`config.mk`:
```
export PLATFORM = sky130hd
export DESIGN_NAME = marked_fragment_extractor_core
export DESIGN_NICKNAME = d
export VERILOG_FILES = /design/src/rtl/mfe_pkg.sv /design/src/rtl/mfe_queue.sv /design/src/rtl/mfe_front.sv /design/src/rtl/mfe_back.sv /design/src/rtl/marked_fragment_extractor_core.sv
export SDC_FILE = /design/constraint.sdc
export NUM_CORES = 1
export LEC_CHECK = 0
export BUFFER_PORTS_ARGS = -buffer_cell sky130_fd_sc_hd__buf_2
export CORE_MARGIN = 2
export CORE_UTILIZATION = 56
export DETAILED_ROUTE_END_ITERATION = 6
export GPL_ROUTABILITY_DRIVEN = 0
export PLACE_DENSITY = 0.73
export SLEW_MARGIN = 25
export SYNTH_ARGS = -nofsm -noshare
export SYNTH_HDL_FRONTEND = slang
export SYNTH_SLANG_ARGS = --single-unit
```
`constraint.sdc`:
```
create_clock -name clk -period 8.5 [get_ports clk]
set_clock_uncertainty 0.2 [all_clocks]
set_input_delay 1.275 -clock clk [delete_from_list [all_inputs] [get_ports clk]]
set_output_delay 1.275 -clock clk [all_outputs]
set_load 0.02 [all_outputs]
```
`src/rtl/mfe_pkg.sv`:
```
// ----------------------------------------------------------------------------
// mfe_pkg
// Shared types and constants for the marked fragment extractor.
// ----------------------------------------------------------------------------
package mfe_pkg;

	// fragment length carried to the emitter; covers FRAGMENT_MAX up to 64
	localparam int LEN_W = 6;
	localparam int CFG_IDX_W = 2;

	typedef enum logic [1:0] {
		PH_LEFT,
		PH_COLLECT,
		PH_DONE
	} phase_t;

	typedef enum logic [CFG_IDX_W-1:0] {
		REG_LEFT_MARKER,
		REG_LEFT_LEN,
		REG_RIGHT_MARKER,
		REG_RIGHT_LEN
	} cfg_reg_t;

	// one completed fragment waiting to be emitted
	typedef struct packed {
		logic             bank;
		logic [LEN_W-1:0] len;
	} frag_desc_t;

	function automatic logic [7:0] marker_byte(input logic [63:0] m, input logic [2:0] i);
		return m[{i, 3'b000} +: 8];
	endfunction

endpackage

```
`src/rtl/mfe_queue.sv`:
```
// ----------------------------------------------------------------------------
// mfe_queue
// Two-entry queue of fragment descriptors between the front and the emitter.
// ----------------------------------------------------------------------------
module mfe_queue (
	input  logic                clk,
	input  logic                arst_n,
	input  logic                push,
	input  mfe_pkg::frag_desc_t push_desc,
	input  logic                pop,
	output logic                full,
	output logic                head_valid,
	output mfe_pkg::frag_desc_t head
);
	import mfe_pkg::*;

	frag_desc_t  ent_q [2];
	logic        wr_q;
	logic        rd_q;
	logic [1:0]  cnt_q;

	assign full       = (cnt_q == 2'd2);
	assign head_valid = (cnt_q != 2'd0);
	assign head       = ent_q[rd_q];

	always_ff @(posedge clk) begin
		if (push) ent_q[wr_q] <= push_desc;
	end

	always_ff @(posedge clk or negedge arst_n) begin
		if (!arst_n) begin
			wr_q  <= 1'b0;
			rd_q  <= 1'b0;
			cnt_q <= 2'd0;
		end else begin
			if (push) wr_q <= !wr_q;
			if (pop) rd_q <= !rd_q;
			case ({push, pop})
				2'b10:   cnt_q <= cnt_q + 2'd1;
				2'b01:   cnt_q <= cnt_q - 2'd1;
				default: cnt_q <= cnt_q;
			endcase
		end
	end

endmodule

```
`src/rtl/mfe_front.sv`:
```
// ----------------------------------------------------------------------------
// mfe_front
// Holds the marker registers, runs the marker search over each accepted item,
// writes content bytes into the current store bank and hands completed
// fragments to the queue.
// ----------------------------------------------------------------------------
module mfe_front #(
	parameter int FRAGMENT_MAX = 32,
	parameter int MARKER_MAX   = 8
) (
	input  logic                                          clk,
	input  logic                                          arst_n,
	input  logic                                          cfg_we,
	input  logic [mfe_pkg::CFG_IDX_W-1:0]                 cfg_index,
	input  logic [63:0]                                   cfg_data,
	input  logic                                          accept,
	input  logic [7:0]                                    data_byte,
	input  logic                                          restart,
	output logic                                          push,
	output mfe_pkg::frag_desc_t                           push_desc,
	output logic                                          store_we,
	output logic                                          store_bank,
	output logic [$clog2(FRAGMENT_MAX+MARKER_MAX-1)-1:0] store_addr,
	output logic [7:0]                                    store_data
);
	import mfe_pkg::*;

	localparam int STORE_DEPTH = FRAGMENT_MAX + MARKER_MAX - 1;
	localparam int AW          = $clog2(STORE_DEPTH);
	localparam int SW          = $clog2(STORE_DEPTH + 1);
	localparam int MW          = $clog2(MARKER_MAX + 1);

	logic [63:0]   left_marker_q;
	logic [3:0]    left_len_q;
	logic [63:0]   right_marker_q;
	logic [3:0]    right_len_q;
	phase_t        phase_q, phase_d;
	logic [MW-1:0] match_q, match_d;
	logic [SW-1:0] stored_q, stored_d;
	logic          wbank_q;

	phase_t        ph_c;
	logic [MW-1:0] mc_c, mc_inc, mc_keep, llen, rlen;
	logic [SW-1:0] sc_c, sc_inc, content;
	logic          hit_l, hit_r, done_l, done_r, ovf;

	function automatic logic [MW-1:0] eff_len(input logic [3:0] len);
		logic [MW-1:0] r;
		if (len == 4'd0) r = MW'(1);
		else if (len > 4'(MARKER_MAX)) r = MW'(MARKER_MAX);
		else r = MW'(len);
		return r;
	endfunction

	// configuration
	always_ff @(posedge clk or negedge arst_n) begin
		if (!arst_n) begin
			left_marker_q  <= '0;
			left_len_q     <= 4'd1;
			right_marker_q <= '0;
			right_len_q    <= 4'd1;
		end else if (cfg_we) begin
			unique case (cfg_reg_t'(cfg_index))
				REG_LEFT_MARKER:  left_marker_q  <= cfg_data;
				REG_LEFT_LEN:     left_len_q     <= cfg_data[3:0];
				REG_RIGHT_MARKER: right_marker_q <= cfg_data;
				REG_RIGHT_LEN:    right_len_q    <= cfg_data[3:0];
			endcase
		end
	end

	// classify the incoming byte against the search state (restart applied first)
	always_comb begin
		ph_c    = restart ? PH_LEFT : phase_q;
		mc_c    = restart ? '0 : match_q;
		sc_c    = restart ? '0 : stored_q;
		llen    = eff_len(left_len_q);
		rlen    = eff_len(right_len_q);
		mc_inc  = mc_c + MW'(1);
		hit_l   = (mc_c < llen) && (data_byte == marker_byte(left_marker_q, 3'(mc_c)));
		hit_r   = (mc_c < rlen) && (data_byte == marker_byte(right_marker_q, 3'(mc_c)));
		done_l  = hit_l && (mc_inc >= llen);
		done_r  = hit_r && (mc_inc >= rlen);
		// bytes before the partial right marker already stored
		content = sc_c - SW'(mc_c);
		mc_keep = hit_r ? mc_inc : '0;
		sc_inc  = sc_c + SW'(1);
		ovf     = ((sc_inc - SW'(mc_keep)) >= SW'(FRAGMENT_MAX)) ||
		          (sc_inc >= SW'(STORE_DEPTH));
	end

	// next state
	always_comb begin
		phase_d  = phase_q;
		match_d  = match_q;
		stored_d = stored_q;
		if (accept) begin
			phase_d  = ph_c;
			match_d  = mc_c;
			stored_d = sc_c;
			unique case (ph_c)
				PH_LEFT: begin
					if (done_l) begin
						phase_d  = PH_COLLECT;
						match_d  = '0;
						stored_d = '0;
					end else if (hit_l) begin
						match_d = mc_inc;
					end else begin
						match_d = '0;
					end
				end
				PH_COLLECT: begin
					if (done_r) begin
						// empty content: search again from the left marker
						phase_d  = (content == '0) ? PH_LEFT : PH_DONE;
						match_d  = '0;
						stored_d = (content == '0) ? '0 : sc_c;
					end else if (ovf) begin
						phase_d  = PH_LEFT;
						match_d  = '0;
						stored_d = '0;
					end else begin
						match_d  = mc_keep;
						stored_d = sc_inc;
					end
				end
				default: ;
			endcase
		end
	end

	// outputs to the store and the queue
	always_comb begin
		push           = accept && (ph_c == PH_COLLECT) && done_r && (content != '0);
		push_desc.bank = wbank_q;
		push_desc.len  = LEN_W'(content);
		store_we       = accept && (ph_c == PH_COLLECT) && !done_r;
		store_bank     = wbank_q;
		store_addr     = AW'(sc_c);
		store_data     = data_byte;
	end

	always_ff @(posedge clk or negedge arst_n) begin
		if (!arst_n) begin
			phase_q  <= PH_LEFT;
			match_q  <= '0;
			stored_q <= '0;
			wbank_q  <= 1'b0;
		end else begin
			phase_q  <= phase_d;
			match_q  <= match_d;
			stored_q <= stored_d;
			// the finished bank now belongs to the emitter
			if (push) wbank_q <= !wbank_q;
		end
	end

endmodule

```
`src/rtl/mfe_back.sv`:
```
// ----------------------------------------------------------------------------
// mfe_back
// Two-bank fragment store and the emitter that reads a finished fragment out,
// one byte per cycle unless the output stalls, into the output register.
// ----------------------------------------------------------------------------
module mfe_back #(
	parameter int FRAGMENT_MAX = 32,
	parameter int MARKER_MAX   = 8
) (
	input  logic                                          clk,
	input  logic                                          arst_n,
	input  logic                                          store_we,
	input  logic                                          store_bank,
	input  logic [$clog2(FRAGMENT_MAX+MARKER_MAX-1)-1:0] store_addr,
	input  logic [7:0]                                    store_data,
	input  logic                                          head_valid,
	input  mfe_pkg::frag_desc_t                           head,
	output logic                                          pop,
	input  logic                                          out_ready,
	output logic                                          out_valid,
	output logic [7:0]                                    frag_byte,
	output logic                                          frag_last,
	output logic [4:0]                                    frag_length
);
	import mfe_pkg::*;

	localparam int STORE_DEPTH = FRAGMENT_MAX + MARKER_MAX - 1;
	localparam int AW          = $clog2(STORE_DEPTH);
	localparam int IW          = AW + 1;

	logic [7:0]    mem_q [2][STORE_DEPTH];
	logic [AW-1:0] idx_q;
	logic          valid_q;
	logic [7:0]    byte_q;
	logic          last_q;
	logic [4:0]    len_q;
	logic          issue, last;

	assign issue = head_valid && (!valid_q || out_ready);
	assign last  = (IW'(idx_q) + IW'(1)) == IW'(head.len);
	assign pop   = issue && last;

	always_ff @(posedge clk) begin
		if (store_we) mem_q[store_bank][store_addr] <= store_data;
		if (issue) begin
			byte_q <= mem_q[head.bank][idx_q];
			last_q <= last;
			len_q  <= head.len[4:0];
		end
	end

	always_ff @(posedge clk or negedge arst_n) begin
		if (!arst_n) begin
			valid_q <= 1'b0;
			idx_q   <= '0;
		end else begin
			if (issue) begin
				valid_q <= 1'b1;
				idx_q   <= last ? '0 : idx_q + AW'(1);
			end else if (out_ready) begin
				valid_q <= 1'b0;
			end
		end
	end

	assign out_valid   = valid_q;
	assign frag_byte   = byte_q;
	assign frag_last   = last_q;
	assign frag_length = len_q;

endmodule

```
`src/rtl/marked_fragment_extractor_core.sv`:
```
// ----------------------------------------------------------------------------
// marked_fragment_extractor_core
// Finds a fragment between a left and a right marker in a byte stream and
// emits it as a run of items, the last one flagged.
//
// Input channel in_valid/in_ready carries one stream byte and a restart flag
// per item. Output channel out_valid/out_ready carries one fragment byte per
// item with frag_last and the fragment length. Markers and their lengths are
// written through cfg_we/cfg_index/cfg_data; the user must do so only while
// the block is idle, which the block itself does not enforce. Throughput: one
// input item per cycle while in_ready is high, one result per cycle while
// out_ready is high. The front writes into one of two store banks; in_ready
// drops only while two finished fragments are both waiting for the emitter,
// i.e. both banks are taken. A completed fragment's descriptor is registered
// in the queue, then the emitter reads its bytes into the output register.
// Reset clears the search state and sets the markers to zero, lengths to one.
// When the receiver stalls the output register holds its item, the emitter
// waits, and the input keeps flowing until both banks are taken.
// ----------------------------------------------------------------------------
module marked_fragment_extractor_core #(
	parameter int FRAGMENT_MAX = 32,
	parameter int MARKER_MAX   = 8
) (
	input  logic                          clk,
	input  logic                          arst_n,
	input  logic                          cfg_we,
	input  logic [mfe_pkg::CFG_IDX_W-1:0] cfg_index,
	input  logic [63:0]                   cfg_data,
	input  logic                          in_valid,
	output logic                          in_ready,
	input  logic [7:0]                    data_byte,
	input  logic                          restart,
	output logic                          out_valid,
	input  logic                          out_ready,
	output logic [7:0]                    frag_byte,
	output logic                          frag_last,
	output logic [4:0]                    frag_length
);
	import mfe_pkg::*;

	localparam int AW = $clog2(FRAGMENT_MAX + MARKER_MAX - 1);

	logic          accept;
	logic          push, pop, q_full, head_valid;
	frag_desc_t    push_desc, head;
	logic          store_we, store_bank;
	logic [AW-1:0] store_addr;
	logic [7:0]    store_data;

	assign in_ready = !q_full;
	assign accept   = in_valid && in_ready;

	mfe_front #(
		.FRAGMENT_MAX(FRAGMENT_MAX),
		.MARKER_MAX  (MARKER_MAX)
	) u_front (
		.clk       (clk),
		.arst_n    (arst_n),
		.cfg_we    (cfg_we),
		.cfg_index (cfg_index),
		.cfg_data  (cfg_data),
		.accept    (accept),
		.data_byte (data_byte),
		.restart   (restart),
		.push      (push),
		.push_desc (push_desc),
		.store_we  (store_we),
		.store_bank(store_bank),
		.store_addr(store_addr),
		.store_data(store_data)
	);

	mfe_queue u_queue (
		.clk       (clk),
		.arst_n    (arst_n),
		.push      (push),
		.push_desc (push_desc),
		.pop       (pop),
		.full      (q_full),
		.head_valid(head_valid),
		.head      (head)
	);

	mfe_back #(
		.FRAGMENT_MAX(FRAGMENT_MAX),
		.MARKER_MAX  (MARKER_MAX)
	) u_back (
		.clk        (clk),
		.arst_n     (arst_n),
		.store_we   (store_we),
		.store_bank (store_bank),
		.store_addr (store_addr),
		.store_data (store_data),
		.head_valid (head_valid),
		.head       (head),
		.pop        (pop),
		.out_ready  (out_ready),
		.out_valid  (out_valid),
		.frag_byte  (frag_byte),
		.frag_last  (frag_last),
		.frag_length(frag_length)
	);

endmodule

```
======== Word-level counts from Yosys, hierarchy flattened ========
Memories as Yosys holds them, arrays and structs flattened.
Cells that the tools add are included.
Widths: inputs -> output; s select.
storage, ports and cells
  bits in writable memories ............... 638
  register bits after elaboration ......... 174
  memories ................................ 2
  logic and storage cells ................. 120
  output and inout bits ................... 16
  bits of input ports ..................... 80
memories
  name           depth  width  read ports  clocked after memory_dff  write ports  line             text
  u_back.mem_q   2      312    1           0                         1            mfe_back.sv:31   logic [7:0] mem_q [2][STORE_DEPTH];
  u_queue.ent_q  2      7      1           0                         1            mfe_queue.sv:17  frag_desc_t ent_q [2];
cells by class
  reductions and logical operators ........ 33
  muxes and demuxes ....................... 36
  shift-type cells ........................ 2
  magnitude comparators ................... 11
  bitwise logic cells ..................... 2
  add/subtract/negate cells ............... 8
  equality and inequality tests ........... 10
operator list
  kind                 number
  $mux 312             1
  $shiftx 64x7->8      2
  $bmux 8 s6           1
  $demux 8 s6          1
  $mux 4               10
  $mux 6               6
  $mux 8               3
  $eq 8x8->1           2
  $ge 7x7->1 const B   2
  $not 6->7            2
  $add 6x1->6 const B  2
  $ge 6x6->1 const B   2
  $logic_and 1x1->1    12
  $pmux 6 s2           1
  $sub 6x4->6          2
  $mux 2               5
  $eq 2x2->1 const B   4
  $ge 4x4->1           2
  $gt 4x4->1 const B   2
  $logic_not 4->1      2
  $lt 4x4->1           2
  $pmux 2 s2           2
  $pmux 4 s2           1
  $reduce_and 2->1     4
  other kinds (14)     29

======== Logic depth before layout (Yosys ltp) ========
Gate-level depths: netlist (run 1).
  depth in word-level cells ............... 12
  depth in mapped cells ................... 20
  mapped depth without buffers ............ 18

======== By module ========
A second synthesis (run 1) with hierarchy kept.
unflattened totals
  cells, all modules ...................... 1,991
  area total of the unflattened synthesis .. 34,455.5 um2
modules (own cells, without submodules)
  module                          cells an instance  times used  area an instance (um2)  sequential area each (um2)
  mfe_back                        1,243              1           25,420.6                19,333.5
  mfe_front                       708                1           8,331.7                 3,731.1
  mfe_queue                       38                 1           693.2                   520.5
  marked_fragment_extractor_core  2                  1           10.0                    0.0

======== Worst setup path before layout (run 1) ========
Ideal clock, no wire load.
  kind .................................... input to register
  from .................................... input port restart
  to ...................................... register u_front.match_q[2]
  required time ........................... 8.178 ns
  setup slack ............................. 3.352 ns
  arrival ................................. 4.826 ns
  library setup time ...................... 0.122 ns
  stages .................................. 19
  path buffers ............................ 2
  cells stage by stage .................... buf_2 inv_1 clkbuf_1 nand2_1 inv_1 ha_1 a21oi_1 o21ai_0 nor4_4 nand2_1 ha_1 nor2b_1 o21ai_0 nand2b_1 a211oi_1 mux2i_1 nor3_1 a2bb2o_1 a32o_1
on the way
  longest elaborated chain between the ends .. 11
  elaborated cells on any way between the ends .. 29
ends and longest elaborated chain
  what                  line                                  text
  start, declared       marked_fragment_extractor_core.sv:32  input logic restart,
  $mux 4                mfe_front.sv:75                       mc_c = restart ? '0 : match_q;
  $shiftx 64x7->8       mfe_pkg.sv:31                         return m[{i, 3'b000} +: 8];
  $eq 8x8->1            mfe_front.sv:81                       hit_r = (mc_c < rlen) && (data_byte == marker_byte(right_marker_q, 3'(mc_c)));
  $logic_and 1x1->1     mfe_front.sv:81
  $mux 4                mfe_front.sv:86                       mc_keep = hit_r ? mc_inc : '0;
  $sub 6x4->6           mfe_front.sv:88                       ovf = ((sc_inc - SW'(mc_keep)) >= SW'(FRAGMENT_MAX)) ||
  $ge 6x6->1            mfe_front.sv:88
  $logic_or 1x1->1      mfe_front.sv:88
  $mux 4                mfe_front.sv:119                      end else if (ovf) begin
  $mux 4                mfe_front.sv:114                      if (done_r) begin
  $pmux 4 s2 (*)        mfe_front.sv:101                      unique case (ph_c)
  end signal, assigned  mfe_front.sv:152                      match_q <= match_d;
  end, declared         mfe_front.sv:38                       logic [MW-1:0] match_q, match_d;
Every way passes the cells marked *; elsewhere a longest branch is shown, timed or not.
A chain may end at the register's enable or synchronous reset.

======== Worst setup path in the final report (run 1) ========
  from .................................... register u_front.match_q[2]
  to ...................................... register u_front.match_q[2]
on the way
  longest elaborated chain between the ends .. 11
  elaborated cells on any way between the ends .. 23
ends and longest elaborated chain
  what               line
  $mux 4 (*)         mfe_front.sv:75
  $shiftx 64x7->8    mfe_pkg.sv:31
  $eq 8x8->1         mfe_front.sv:81
  $logic_and 1x1->1  mfe_front.sv:81
  $mux 4             mfe_front.sv:86
  $sub 6x4->6        mfe_front.sv:88
  $ge 6x6->1         mfe_front.sv:88
  $logic_or 1x1->1   mfe_front.sv:88
  $mux 4             mfe_front.sv:119
  $mux 4             mfe_front.sv:114
  $pmux 4 s2 (*)     mfe_front.sv:101
Marked as above.

==> impl_metrics.prom, run 1 <==
# TYPE chip_impl_metric gauge
chip_impl_info{name="hold_path_class",value="reg -> reg"} 1
chip_impl_metric{name="dp_hpwl",unit="um"} 49600
chip_impl_metric{name="post-synth-top-area-fraction",unit="%"} 57.7
chip_impl_metric{name="worst_ir_drop_vdd",unit="mV"} 0.199
chip_impl_metric{name="dieArea",unit="sq um"} 62600
chip_impl_metric{name="fin_tns_setup",unit="ps"} 0
chip_impl_metric{name="async_reset_ff_share",unit="%"} 19.7
chip_impl_metric{name="wirelength",unit="um"} 78600
chip_impl_metric{name="syn-num-nets",unit=""} 2097
chip_impl_metric{name="finalWorstPathRequiredPeriod",unit="ps"} 5930
chip_impl_metric{name="wire_length_of_the_first_global_routing_pass",unit="um"} 120000
chip_impl_metric{name="slew-limit-headroom",unit="%"} 23.4
chip_impl_metric{name="largest_fanout_of_any_net_on_the_critical_path",unit=""} 16
chip_impl_info{name="cp_top_family",value="compound AO/OA/AOI/OAI gates"} 1
chip_impl_metric{name="vias",unit=""} 18500
chip_impl_info{name="setup_repair_after_global_routing_missed_its_margin",value="no"} 1
chip_impl_metric{name="floorplan.die.height",unit="um"} 250
chip_impl_metric{name="max_cap_check_violation_count",unit=""} 0
chip_impl_metric{name="detailedRoute.firstPassIterationCount",unit=""} 6
chip_impl_metric{name="achievable-frequency",unit="MHz"} 169
chip_impl_info{name="critPathKind",value="reg -> reg"} 1
chip_impl_metric{name="syn_inst",unit=""} 1987
chip_impl_metric{name="yosysSeqAreaShare",unit="%"} 69.5
chip_impl_metric{name="numCtsBuffers",unit=""} 82
chip_impl_metric{name="wire_per_inst",unit="um"} 26.9
chip_impl_metric{name="layout-drive-gt1-share",unit="%"} 26.0
chip_impl_metric{name="netlist_area",unit="sq um"} 33900
chip_impl_metric{name="worst_ep_arrival_time",unit="ps"} 6230
chip_impl_metric{name="finalPower",unit="mW"} 10.0
chip_impl_info{name="cts_tree",value="done"} 1
chip_impl_metric{name="layout.filler_cells",unit=""} 4224
chip_impl_metric{name="grtUsageTotal",unit="%"} 25.6
chip_impl_metric{name="floorplan.io_pins",unit=""} 96
chip_impl_metric{name="detail_route.drc_violations",unit=""} 0
chip_impl_metric{name="grt_pass1_vias",unit=""} 18900
chip_impl_metric{name="clkLatencyLatePin",unit="ps"} 620
chip_impl_metric{name="post_cts_resized",unit=""} 0
chip_impl_metric{name="worstPathBufferInverterCount",unit=""} 1
chip_impl_metric{name="floorplan.core_area",unit="sq um"} 60100
chip_impl_metric{name="path_clk_slew",unit="ps"} 60
chip_impl_metric{name="pin_count_of_the_biggest_net_entering_global_routing",unit=""} 112
chip_impl_metric{name="leakagePower",unit="nW"} 13.0
chip_impl_metric{name="post_cts_hold_buffer_count",unit=""} 0
chip_impl_info{name="critical_path.cell_chain",value="and2b_1 > clkinv_1 > o32ai_1 > a211oi_1 > xor2_1 > nand3_1 > nor4_4 > nand2_1 > ha_1 > nor2b_1 > o21ai_0 > nand2b_1 > a211oi_1 > mux2i_1 > nor3_1 > a2bb2o_1 > a32o_1"} 1
chip_impl_metric{name="die_w",unit="um"} 250
chip_impl_metric{name="antennaDiodeCount",unit=""} 0
chip_impl_metric{name="synth.distinct_cells",unit=""} 80
chip_impl_info{name="status",value="completed"} 1
chip_impl_info{name="critPathCaptureType",value="register"} 1
chip_impl_metric{name="grt.overflow.total",unit=""} 0
chip_impl_metric{name="instances_no_fill",unit=""} 2921
chip_impl_info{name="r2r_end",value="u_front.match_q[2]$_DFFE_PN0P_"} 1
chip_impl_metric{name="cts_setup_buffers",unit=""} 0
chip_impl_info{name="clock_tree.root_cell",value="sky130_fd_sc_hd__clkbuf_16"} 1
chip_impl_info{name="netlist.top_cell.by_area",value="sky130_fd_sc_hd__edfxtp_1"} 1
chip_impl_metric{name="timing_max_transition_violations_final",unit=""} 0
chip_impl_metric{name="cts.path.max_buffers",unit=""} 3
chip_impl_info{name="timing.hold.worst.start",value="u_queue.wr_q$_DFFE_PN0P_"} 1
chip_impl_metric{name="rows",unit=""} 90
chip_impl_metric{name="route.detailed.vias_per_inst",unit=""} 6.34
chip_impl_metric{name="syn_to_final_growth",unit="%"} 11.3
chip_impl_metric{name="ys_seq_elements",unit=""} 812
chip_impl_metric{name="avgSynthCellArea",unit="sq um"} 17.1
chip_impl_metric{name="starting_density_of_the_core",unit="%"} 56.4
chip_impl_metric{name="detailedRoute.firstIterationViolations",unit=""} 1957
chip_impl_metric{name="min_delay_path_depth",unit=""} 1
chip_impl_metric{name="ys.warnings.count",unit=""} 0
chip_impl_metric{name="r2r_setup_slack",unit="ps"} 2570
chip_impl_info{name="min_delay_worst_endpoint",value="u_queue.wr_q$_DFFE_PN0P_"} 1
chip_impl_info{name="path_common_cell",value="sky130_fd_sc_hd__a211oi_1"} 1
chip_impl_metric{name="grt_antenna_before_repair",unit=""} 5
chip_impl_metric{name="timing.critical_path.required",unit="ps"} 8800
chip_impl_metric{name="synth_enable_flop_cells",unit=""} 652
chip_impl_metric{name="finalHoldViolations",unit=""} 0
chip_impl_info{name="synthMostInstantiatedCell",value="sky130_fd_sc_hd__edfxtp_1"} 1
chip_impl_metric{name="timing.final.crit_share",unit="%"} 69.8
chip_impl_metric{name="nets",unit=""} 2188
chip_impl_info{name="leading_post_synthesis_cells_by_instance_count",value="sky130_fd_sc_hd__edfxtp_1 (652), sky130_fd_sc_hd__dfrtp_1 (158), sky130_fd_sc_hd__mux2_2 (149)"} 1
chip_impl_metric{name="placement.io_buffers",unit=""} 95
chip_impl_info{name="ys_dominant_reg_cell",value="sky130_fd_sc_hd__edfxtp_1"} 1
chip_impl_metric{name="critical_path.max_stage_delay",unit="ps"} 790
chip_impl_metric{name="dp_cells",unit=""} 2775
chip_impl_metric{name="hold_slack",unit="ps"} 286
chip_impl_metric{name="setup_viol",unit=""} 0
chip_impl_metric{name="deepest_level_of_the_cts_h_tree",unit=""} 3
chip_impl_metric{name="powerDensity",unit="nW/um^2"} 265
chip_impl_info{name="synthTopCellsByArea",value="sky130_fd_sc_hd__edfxtp_1 (58%), sky130_fd_sc_hd__dfrtp_1 (12%), sky130_fd_sc_hd__mux4_2 (9.5%), sky130_fd_sc_hd__mux2_2 (4.9%), sky130_fd_sc_hd__mux2i_1 (2.5%)"} 1
chip_impl_info{name="setup.worst_path.start_class",value="register"} 1
chip_impl_metric{name="worst_reg2reg_path_depth",unit=""} 17
chip_impl_info{name="crit_path_top_delay_cell",value="sky130_fd_sc_hd__dfrtp_1"} 1
chip_impl_metric{name="ant_nets",unit=""} 0
chip_impl_metric{name="finish.utilization",unit="%"} 62.8
chip_impl_info{name="worstReg2RegStart",value="u_front.match_q[2]$_DFFE_PN0P_"} 1
chip_impl_metric{name="clock_sinks",unit=""} 812
chip_impl_metric{name="worst_pin_slew",unit="ps"} 1150
## sequential cells by signal, indices dropped and copies added, names as in the netlist, 4 cells and up
name                    cells
u_back.idx_q                6
u_front.match_q             4
u_back.frag_length          5
u_back.mem_q              624
u_queue.ent_q              14
u_back.frag_byte            8
u_front.left_marker_q      64
u_front.right_marker_q     64
u_front.right_len_q         4
u_front.stored_q            6
u_front.left_len_q          4
## layout make-up
class                      count  area, sq um  share of cell area (%)
clock buffer                 103         2220                    5.89
clock inverter                42          419                    1.11
inverter                      26         97.6                   0.259
multi-input combinational   1031         9690                    25.7
sequential                   812        23600                    62.5
tap                          782          978                    2.59
timing repair buffer         125          733                    1.94
## report_power, final
part,internal (mW),total (mW),switching [mW]
clock,2.09,3.56,1.46
combinational,0.838,1.85,1.01
sequential,4.48,4.59,0.107
total,7.41,10.0,2.58
## cell usage in the layout, fill, tap and decap left out, types with 18 or more instances in the layout
cell type | netlist | layout
sky130_fd_sc_hd__a21oi_1 | 55 | 55
sky130_fd_sc_hd__edfxtp_1 | 652 | 652
sky130_fd_sc_hd__mux2i_1 | 85 | 84
sky130_fd_sc_hd__clkbuf_16 | 0 | 84
sky130_fd_sc_hd__nor2_1 | 136 | 136
sky130_fd_sc_hd__ha_1 | 29 | 29
sky130_fd_sc_hd__mux2_2 | 149 | 148
sky130_fd_sc_hd__buf_2 | 27 | 94
sky130_fd_sc_hd__o21ai_0 | 45 | 45
sky130_fd_sc_hd__mux4_2 | 143 | 143
sky130_fd_sc_hd__nand3_1 | 19 | 18
sky130_fd_sc_hd__dfrtp_1 | 158 | 154
sky130_fd_sc_hd__nand2_1 | 112 | 112
sky130_fd_sc_hd__buf_4 | 8 | 27
sky130_fd_sc_hd__inv_1 | 25 | 25
sky130_fd_sc_hd__xnor2_1 | 19 | 19
## per-stage QoR
step	setup WS (ps)	area (sq um)
after global placement	2320	35100
after floorplan	3350	33900
after global routing	2310	37700
after CTS	2720	37700
final	2570	37700
after detailed placement	2130	35100
## layer usage
metal | global-route usage, % | vias to the layer above | part of all wire (%)
li1 | - | 7938 | -
met1 | 36.2 | 9453 | 40
met2 | 40.7 | 944 | 48
met3 | 4.99 | 191 | 8.3
met4 | 8.28 | 6 | 3.3
met5 | 0 | - | 0.050
## worst max path at each step
stage | startpoint | to | slack (ps) | cells past startpoint
detailed placement | restart | u_front.match_q[2]$_DFFE_PN0P_ | 2130 | 18
floorplan | restart | u_front.match_q[2]$_DFFE_PN0P_ | 3350 | 19
global route | u_front.match_q[2]$_DFFE_PN0P_ | u_front.match_q[2]$_DFFE_PN0P_ | 2310 | 17
finish | u_front.match_q[2]$_DFFE_PN0P_ | u_front.match_q[2]$_DFFE_PN0P_ | 2570 | 17
global placement | restart | u_back.mem_q[1][303]$_DFFE_PP_ | 2320 | 11
CTS | u_front.match_q[2]$_DFFE_PN0P_ | u_front.match_q[2]$_DFFE_PN0P_ | 2720 | 17
## cell families after synthesis
kind of cell | synth area share [%]
xor+xnor | 0.996
compound gates | 4.38
flops | 69.5
fa+ha+maj | 1.13
buf+inv | 2.01
simple gates | 4.95
mux | 17.0
Note: power is estimated with default switching activity, not from simulation.
==> inputs of run 2 (changes only) <==
--- a/config.mk
+++ b/config.mk
@@ -10,7 +10,7 @@
 export CORE_UTILIZATION = 56
 export DETAILED_ROUTE_END_ITERATION = 6
 export GPL_ROUTABILITY_DRIVEN = 0
-export PLACE_DENSITY = 0.73
+export PLACE_DENSITY = 0.76
 export SLEW_MARGIN = 25
 export SYNTH_ARGS = -nofsm -noshare
 export SYNTH_HDL_FRONTEND = slang
==> constraint.sdc (replaced) <==
create_clock -name clk -period 5.2 [get_ports clk]
set_clock_uncertainty 0.2 [all_clocks]
set_input_delay 0.78 -clock clk [delete_from_list [all_inputs] [get_ports clk]]
set_output_delay 0.78 -clock clk [all_outputs]
set_load 0.02 [all_outputs]
==> run 2 against run 1 <==
Effect of this change:
- core utilization up 1.2 points
- global-route usage grew 0.11 points
- fmax up 23%
- highest routed layer unchanged
==> impl_metrics.prom, run 2 (synthesis results as in run 1) <==
# TYPE chip_impl_metric gauge
chip_impl_info{name="status",value="completed"} 1
chip_impl_metric{name="detail_route.drc_violations",unit=""} 0
chip_impl_metric{name="powerDensity",unit="nW/um^2"} 427
chip_impl_metric{name="timing.critical_path.required",unit="ps"} 5500
chip_impl_metric{name="cts_setup_buffers",unit=""} 0
chip_impl_metric{name="antennaDiodeCount",unit=""} 0
chip_impl_info{name="layout_top_registers",value="u_back.mem_q: 624 flops, u_front.left_marker_q: 64 flops, u_front.right_marker_q: 64 flops"} 1
chip_impl_metric{name="fin_tns_setup",unit="ps"} 0
chip_impl_metric{name="postLayoutCellArea",unit="sq um"} 38400
chip_impl_metric{name="final.setup.worst_slack",unit="ps"} 396
chip_impl_metric{name="detailedRoute.firstPassIterationCount",unit=""} 6
chip_impl_metric{name="slew-limit-headroom",unit="%"} 39.0
chip_impl_metric{name="placement.io_buffers",unit=""} 95
chip_impl_metric{name="worst_pin_slew",unit="ps"} 915
chip_impl_metric{name="critical_path.max_stage_delay",unit="ps"} 740
chip_impl_metric{name="placement.setup.worst_slack",unit="ps"} 270
chip_impl_info{name="cts_tree",value="done"} 1
chip_impl_metric{name="wirelength",unit="um"} 79100
chip_impl_metric{name="finalHoldViolations",unit=""} 0
chip_impl_metric{name="grt_antenna_before_repair",unit=""} 4
chip_impl_metric{name="worst_ir_drop_vdd",unit="mV"} 0.266
chip_impl_metric{name="finish.utilization",unit="%"} 63.9
chip_impl_metric{name="r2r_setup_slack",unit="ps"} 400
chip_impl_info{name="mostFrequentLayoutCells",value="sky130_fd_sc_hd__edfxtp_1 (652), sky130_fd_sc_hd__dfrtp_1 (154), sky130_fd_sc_hd__mux2_2 (148), sky130_fd_sc_hd__mux4_2 (143), sky130_fd_sc_hd__nor2_1 (136)"} 1
chip_impl_metric{name="largest_fanout_of_any_net_on_the_critical_path",unit=""} 23
chip_impl_metric{name="dieArea",unit="sq um"} 62600
chip_impl_metric{name="placed_cell_area",unit="sq um"} 35800
chip_impl_metric{name="max_cap_check_violation_count",unit=""} 0
chip_impl_metric{name="post_cts_resized",unit=""} 0
chip_impl_metric{name="layout-drive-gt1-share",unit="%"} 29.2
chip_impl_metric{name="grtUsageTotal",unit="%"} 25.7
chip_impl_metric{name="ant_nets",unit=""} 0
chip_impl_metric{name="met3_usage",unit="%"} 3.95
chip_impl_metric{name="numCtsBuffers",unit=""} 81
chip_impl_metric{name="dp_hpwl",unit="um"} 49900
chip_impl_info{name="setup.worst_path.start_class",value="register"} 1
chip_impl_metric{name="instances_no_fill",unit=""} 3018
chip_impl_metric{name="clock_sinks",unit=""} 812
chip_impl_info{name="cp_top_family",value="compound AO/OA/AOI/OAI gates"} 1
chip_impl_metric{name="starting_density_of_the_core",unit="%"} 56.4
chip_impl_metric{name="grtUsageMet1",unit="%"} 35.0
chip_impl_metric{name="dp_cells",unit=""} 2871
chip_impl_metric{name="hold_slack",unit="ps"} 198
chip_impl_metric{name="timing.final.crit_share",unit="%"} 92.4
chip_impl_info{name="max_flop_register",value="u_back.mem_q"} 1
chip_impl_metric{name="finalPower",unit="mW"} 16.4
chip_impl_info{name="critPathCaptureType",value="register"} 1
chip_impl_info{name="hold_path_class",value="in -> reg"} 1
chip_impl_metric{name="pin_count_of_the_biggest_net_entering_global_routing",unit=""} 79
chip_impl_info{name="mostFrequentLayoutCell",value="sky130_fd_sc_hd__edfxtp_1"} 1
chip_impl_metric{name="grt_pass1_vias",unit=""} 19300
chip_impl_metric{name="clkLatencyLatePin",unit="ps"} 640
chip_impl_info{name="crit_path_top_delay_cell",value="sky130_fd_sc_hd__dfrtp_2"} 1
chip_impl_info{name="critical_path.cell_chain",value="mux4_2 > a221oi_1 > xor2_1 > nand4_1 > nor4_4 > buf_4 > and2_1 > ha_1 > nor2b_1 > o21ai_0 > nand2b_1 > a211oi_1 > mux2i_1 > nor3_1 > a2bb2o_1 > a32o_1"} 1
chip_impl_metric{name="die_w",unit="um"} 250
chip_impl_metric{name="grt_util_met2",unit="%"} 42.5
chip_impl_metric{name="timing_max_transition_violations_final",unit=""} 0
chip_impl_metric{name="leakagePower",unit="nW"} 13.5
chip_impl_metric{name="syn_to_final_growth",unit="%"} 13.3
chip_impl_metric{name="wire_length_of_the_first_global_routing_pass",unit="um"} 120000
chip_impl_metric{name="floorplan.die.height",unit="um"} 250
chip_impl_info{name="clock_tree.root_cell",value="sky130_fd_sc_hd__clkbuf_16"} 1
chip_impl_metric{name="setup_viol",unit=""} 0
chip_impl_metric{name="layout.filler_cells",unit=""} 4063
chip_impl_metric{name="worst_ep_arrival_time",unit="ps"} 5110
chip_impl_metric{name="deepest_level_of_the_cts_h_tree",unit=""} 3
chip_impl_info{name="grt_busiest_layer",value="met2"} 1
chip_impl_metric{name="vias",unit=""} 18800
chip_impl_metric{name="detailedRoute.firstIterationViolations",unit=""} 2163
chip_impl_metric{name="post_cts_hold_buffer_count",unit=""} 1
chip_impl_metric{name="finalWorstPathRequiredPeriod",unit="ps"} 4800
chip_impl_metric{name="rows",unit=""} 90
chip_impl_metric{name="route.detailed.vias_per_inst",unit=""} 6.24
chip_impl_metric{name="worstPathBufferInverterCount",unit=""} 1
chip_impl_metric{name="cts.path.max_buffers",unit=""} 3
chip_impl_metric{name="path_clk_slew",unit="ps"} 60
chip_impl_info{name="critPathKind",value="reg -> reg"} 1
chip_impl_metric{name="wire_per_inst",unit="um"} 26.2
chip_impl_metric{name="grt.overflow.total",unit=""} 0
chip_impl_metric{name="achievable-frequency",unit="MHz"} 208
chip_impl_metric{name="largest_reg_flops",unit=""} 624
chip_impl_metric{name="floorplan.io_pins",unit=""} 96
chip_impl_metric{name="floorplan.core_area",unit="sq um"} 60100
chip_impl_info{name="setup_repair_after_global_routing_missed_its_margin",value="no"} 1
chip_impl_metric{name="nets",unit=""} 2283
## run 2: layout make-up
type                       instances  area [sq um]  area share (%)
clock buffer                      99          2240            5.83
clock inverter                    47           388            1.01
inverter                          26          97.6           0.254
multi-input combinational       1031          9670            25.2
sequential                       812         23600            61.4
tap                              782           978            2.55
timing repair buffer             221          1470            3.82
## run 2: final timing paths
path / from / end / depth (start not counted)
setup / recovery: u_front.match_q[0]$_DFFE_PN0P_ / u_front.match_q[2]$_DFFE_PN0P_ / 16
hold / removal: cfg_data[48] / u_front.left_marker_q[48]$_DFFE_PN0P_ / 2
setup reg to reg: u_front.match_q[0]$_DFFE_PN0P_ / u_front.match_q[2]$_DFFE_PN0P_ / 16
hold reg to reg: u_queue.wr_q$_DFFE_PN0P_ / u_queue.wr_q$_DFFE_PN0P_ / 1
max in group asynchronous: arst_n / u_front.left_marker_q[46]$_DFFE_PN0P_ / 3
min in group asynchronous: arst_n / u_front.left_marker_q[28]$_DFFE_PN0P_ / 2
## run 2: metal layers
metal,share of wire [%],wire [um],vias to the layer above
met5,0.014,11,-
met4,3.3,2620,2
met3,7.3,5760,149
met2,50,39500,884
met1,39,31200,9670
li1,-,-,8131
## run 2: where the power goes
part           total, mW  internal, mW  switching, mW
sequential          7.55          7.33          0.219
combinational       3.08          1.42           1.67
clock               5.77          3.36           2.41
total               16.4          12.1           4.30
## run 2: worst register-to-register path, cell delays in order, from the launching register on
cell and delay (ps):
sky130_fd_sc_hd__dfrtp_2 740, sky130_fd_sc_hd__mux4_2 620, sky130_fd_sc_hd__a221oi_1 430, sky130_fd_sc_hd__xor2_1 210, sky130_fd_sc_hd__nand4_1 170, sky130_fd_sc_hd__nor4_4 240, sky130_fd_sc_hd__buf_4 220, sky130_fd_sc_hd__and2_1 130
sky130_fd_sc_hd__ha_1 140, sky130_fd_sc_hd__nor2b_1 40, sky130_fd_sc_hd__o21ai_0 140, sky130_fd_sc_hd__nand2b_1 70, sky130_fd_sc_hd__a211oi_1 350, sky130_fd_sc_hd__mux2i_1 280, sky130_fd_sc_hd__nor3_1 70, sky130_fd_sc_hd__a2bb2o_1 340
sky130_fd_sc_hd__a32o_1 290
==> inputs of run 3 (changes only) <==
--- a/config.mk
+++ b/config.mk
@@ -5,12 +5,12 @@
 export SDC_FILE = /design/constraint.sdc
 export NUM_CORES = 1
 export LEC_CHECK = 0
-export BUFFER_PORTS_ARGS = -buffer_cell sky130_fd_sc_hd__buf_2
 export CORE_MARGIN = 2
 export CORE_UTILIZATION = 56
 export DETAILED_ROUTE_END_ITERATION = 6
+export DONT_BUFFER_PORTS = 1
 export GPL_ROUTABILITY_DRIVEN = 0
-export PLACE_DENSITY = 0.76
+export PLACE_DENSITY = 0.74
 export SLEW_MARGIN = 25
 export SYNTH_ARGS = -nofsm -noshare
 export SYNTH_HDL_FRONTEND = slang
==> run 3 against run 2 <==
Effect of this change:
- first-iteration DRC count is 13% lower
- hold slack worse by 160 ps
- clock power is 2% lower
- combinational power is 11% lower
- fmax is 2.5% lower
- non-clock buffer count is 131 lower
- design area is 2.1% lower
- sequential cell count stayed put
- register-to-register slack worse by 120 ps
- total power is 2.2% lower
- largest cell class unchanged
- largest power group unchanged
==> impl_metrics.prom, run 3 (synthesis results as in run 1) <==
# TYPE chip_impl_metric gauge
chip_impl_metric{name="fin_tns_setup",unit="ps"} 0
chip_impl_metric{name="grt_pass1_vias",unit=""} 18600
chip_impl_metric{name="power.switching_fraction",unit="%"} 25.9
chip_impl_metric{name="final.setup.worst_slack",unit="ps"} 272
chip_impl_metric{name="die_w",unit="um"} 250
chip_impl_metric{name="path_clk_slew",unit="ps"} 60
chip_impl_metric{name="detailedRoute.firstIterationViolations",unit=""} 1880
chip_impl_metric{name="largest_reg_flops",unit=""} 624
chip_impl_metric{name="powerDensity",unit="nW/um^2"} 426
chip_impl_metric{name="placement.io_buffers",unit=""} 0
chip_impl_info{name="max_flop_register",value="u_back.mem_q"} 1
chip_impl_metric{name="syn_to_final_growth",unit="%"} 11.0
chip_impl_metric{name="floorplan.io_pins",unit=""} 96
chip_impl_metric{name="clkLatencyLatePin",unit="ps"} 640
chip_impl_metric{name="slew-limit-headroom",unit="%"} 30.0
chip_impl_info{name="status",value="completed"} 1
chip_impl_metric{name="worst_pin_slew",unit="ps"} 1050
chip_impl_metric{name="timing.final.crit_share",unit="%"} 94.8
chip_impl_metric{name="hold_slack",unit="ps"} 35.6
chip_impl_metric{name="antennaDiodeCount",unit=""} 0
chip_impl_metric{name="setup_viol",unit=""} 0
chip_impl_metric{name="deepest_level_of_the_cts_h_tree",unit=""} 3
chip_impl_metric{name="dp_cells",unit=""} 2739
chip_impl_metric{name="detailedRoute.firstPassIterationCount",unit=""} 6
chip_impl_info{name="clock_tree.root_cell",value="sky130_fd_sc_hd__clkbuf_16"} 1
chip_impl_metric{name="instances_no_fill",unit=""} 2889
chip_impl_metric{name="layout-drive-gt1-share",unit="%"} 24.5
chip_impl_metric{name="wire_per_inst",unit="um"} 26.3
chip_impl_info{name="setup.worst_path.start_class",value="register"} 1
chip_impl_metric{name="finalWorstPathRequiredPeriod",unit="ps"} 4930
chip_impl_metric{name="rows",unit=""} 90
chip_impl_metric{name="layout.filler_cells",unit=""} 4159
chip_impl_metric{name="grt_antenna_before_repair",unit=""} 1
chip_impl_info{name="setup_repair_after_global_routing_missed_its_margin",value="no"} 1
chip_impl_metric{name="nets",unit=""} 2152
chip_impl_info{name="hold_path_class",value="in -> reg"} 1
chip_impl_metric{name="pin_count_of_the_biggest_net_entering_global_routing",unit=""} 161
chip_impl_metric{name="wire_length_of_the_first_global_routing_pass",unit="um"} 115000
chip_impl_metric{name="vias",unit=""} 18300
chip_impl_metric{name="timing.critical_path.required",unit="ps"} 5260
chip_impl_metric{name="placement.setup.worst_slack",unit="ps"} 390
chip_impl_info{name="cts_tree",value="done"} 1
chip_impl_metric{name="dieArea",unit="sq um"} 62600
chip_impl_info{name="critPathCaptureType",value="register"} 1
chip_impl_metric{name="floorplan.core_area",unit="sq um"} 60100
chip_impl_metric{name="starting_density_of_the_core",unit="%"} 56.4
chip_impl_metric{name="max_cap_check_violation_count",unit=""} 0
chip_impl_metric{name="largest_fanout_of_any_net_on_the_critical_path",unit=""} 23
chip_impl_metric{name="detail_route.drc_violations",unit=""} 0
chip_impl_metric{name="worst_ep_arrival_time",unit="ps"} 4990
chip_impl_metric{name="wirelength",unit="um"} 76100
chip_impl_metric{name="finish.utilization",unit="%"} 62.6
chip_impl_metric{name="ant_nets",unit=""} 0
chip_impl_metric{name="p_int",unit="mW"} 11.9
chip_impl_metric{name="dp_hpwl",unit="um"} 46500
chip_impl_metric{name="comb_power_share",unit="%"} 17.1
chip_impl_metric{name="power.switching",unit="mW"} 4.15
chip_impl_metric{name="achievable-frequency",unit="MHz"} 203
chip_impl_metric{name="cts.path.max_buffers",unit=""} 3
chip_impl_metric{name="timing_max_transition_violations_final",unit=""} 0
chip_impl_metric{name="fraction_of_power_consumed_by_sequential_logic",unit="%"} 47.8
chip_impl_metric{name="share_clk_of_total_power",unit="%"} 35.1
chip_impl_info{name="mostFrequentLayoutCells",value="sky130_fd_sc_hd__edfxtp_1 (652), sky130_fd_sc_hd__dfrtp_1 (154), sky130_fd_sc_hd__mux2_2 (148), sky130_fd_sc_hd__mux4_2 (143), sky130_fd_sc_hd__nor2_1 (134)"} 1
chip_impl_metric{name="worst_ir_drop_vdd",unit="mV"} 0.341
chip_impl_info{name="layout_top_registers",value="u_back.mem_q: 624 flops, u_front.left_marker_q: 64 flops, u_front.right_marker_q: 64 flops"} 1
chip_impl_metric{name="numCtsBuffers",unit=""} 81
chip_impl_metric{name="clock_sinks",unit=""} 812
chip_impl_metric{name="leakagePower",unit="nW"} 12.9
chip_impl_metric{name="floorplan.die.height",unit="um"} 250
chip_impl_info{name="mostFrequentLayoutCell",value="sky130_fd_sc_hd__edfxtp_1"} 1
chip_impl_info{name="critPathKind",value="reg -> reg"} 1
chip_impl_metric{name="grtUsageTotal",unit="%"} 24.7
chip_impl_metric{name="cts_setup_buffers",unit=""} 0
chip_impl_metric{name="finalHoldViolations",unit=""} 0
chip_impl_metric{name="route.detailed.vias_per_inst",unit=""} 6.32
chip_impl_metric{name="grt.overflow.total",unit=""} 0
==> run 3: worst paths after layout <==
kind	from	end	slack, ps	cells after the start
worst max-delay path	u_front.match_q[0]$_DFFE_PN0P_	u_back.mem_q[1][0]$_DFFE_PP_	270	10
worst min-delay path	data_byte[7]	u_back.mem_q[1][15]$_DFFE_PP_	40	0
worst max register to register	u_front.match_q[0]$_DFFE_PN0P_	u_back.mem_q[1][0]$_DFFE_PP_	270	10
worst min register to register	u_queue.wr_q$_DFFE_PN0P_	u_queue.wr_q$_DFFE_PN0P_	290	1
max in group asynchronous	arst_n	u_front.match_q[0]$_DFFE_PN0P_	3480	2
min in group asynchronous	arst_n	u_front.left_marker_q[51]$_DFFE_PN0P_	690	2
==> run 3: cell type report <==
cell class | count | area [sq um] | share of cell area, %
Clock inverter | 38 | 298 | 0.791
Clock buffer | 110 | 2270 | 6.03
Timing Repair Buffer | 90 | 723 | 1.92
Inverter | 26 | 97.6 | 0.259
Multi-Input combinational cell | 1031 | 9680 | 25.7
Tap cell | 782 | 978 | 2.60
Sequential cell | 812 | 23600 | 62.7
==> run 3: stage by stage <==
step / total power, mW / cell area [sq um]
CTS: 16.1 / 37600
global placement: 10.5 / 35000
detailed placement: 10.5 / 35000
floorplan: 9.75 / 33900
finish: 16.0 / 37600
global route: 16.6 / 37600
==> run 3: repair_timing <==
item	CTS	global route
endpoints found under the hold margin	160	0
hold buffers	2	0
resized for setup	0	0
==> run 3: layer usage <==
layer,vias to the layer above,part of all wire [%],wire [um],GRT usage (%)
met2,875,49,37200,39.8
met5,-,0.0092,7,0
li1,7867,-,-,-
met1,9361,40,30100,33.9
met4,2,3.3,2530,9.41
met3,157,8.2,6260,4.62
==> run 3: power by group through the flow <==
stage	Combinational [mW]	Clock, mW	Sequential [mW]
global route	2.94	5.97	7.68
CTS	2.78	5.72	7.65
floorplan	2.13	0	7.62
global placement	2.69	0	7.78
detailed placement	2.73	0	7.79
finish	2.74	5.63	7.66
==> run 3: worst max-delay path, stage by stage, from the launching register on <==
cell,delay [ps]
sky130_fd_sc_hd__dfrtp_2,710
sky130_fd_sc_hd__nor2b_1,400
sky130_fd_sc_hd__buf_4,240
sky130_fd_sc_hd__ha_1,290
sky130_fd_sc_hd__ha_1,320
sky130_fd_sc_hd__a21o_1,160
sky130_fd_sc_hd__a21o_1,170
sky130_fd_sc_hd__a21o_1,230
sky130_fd_sc_hd__a21o_1,300
sky130_fd_sc_hd__or4b_1,820
sky130_fd_sc_hd__nor2_1,680
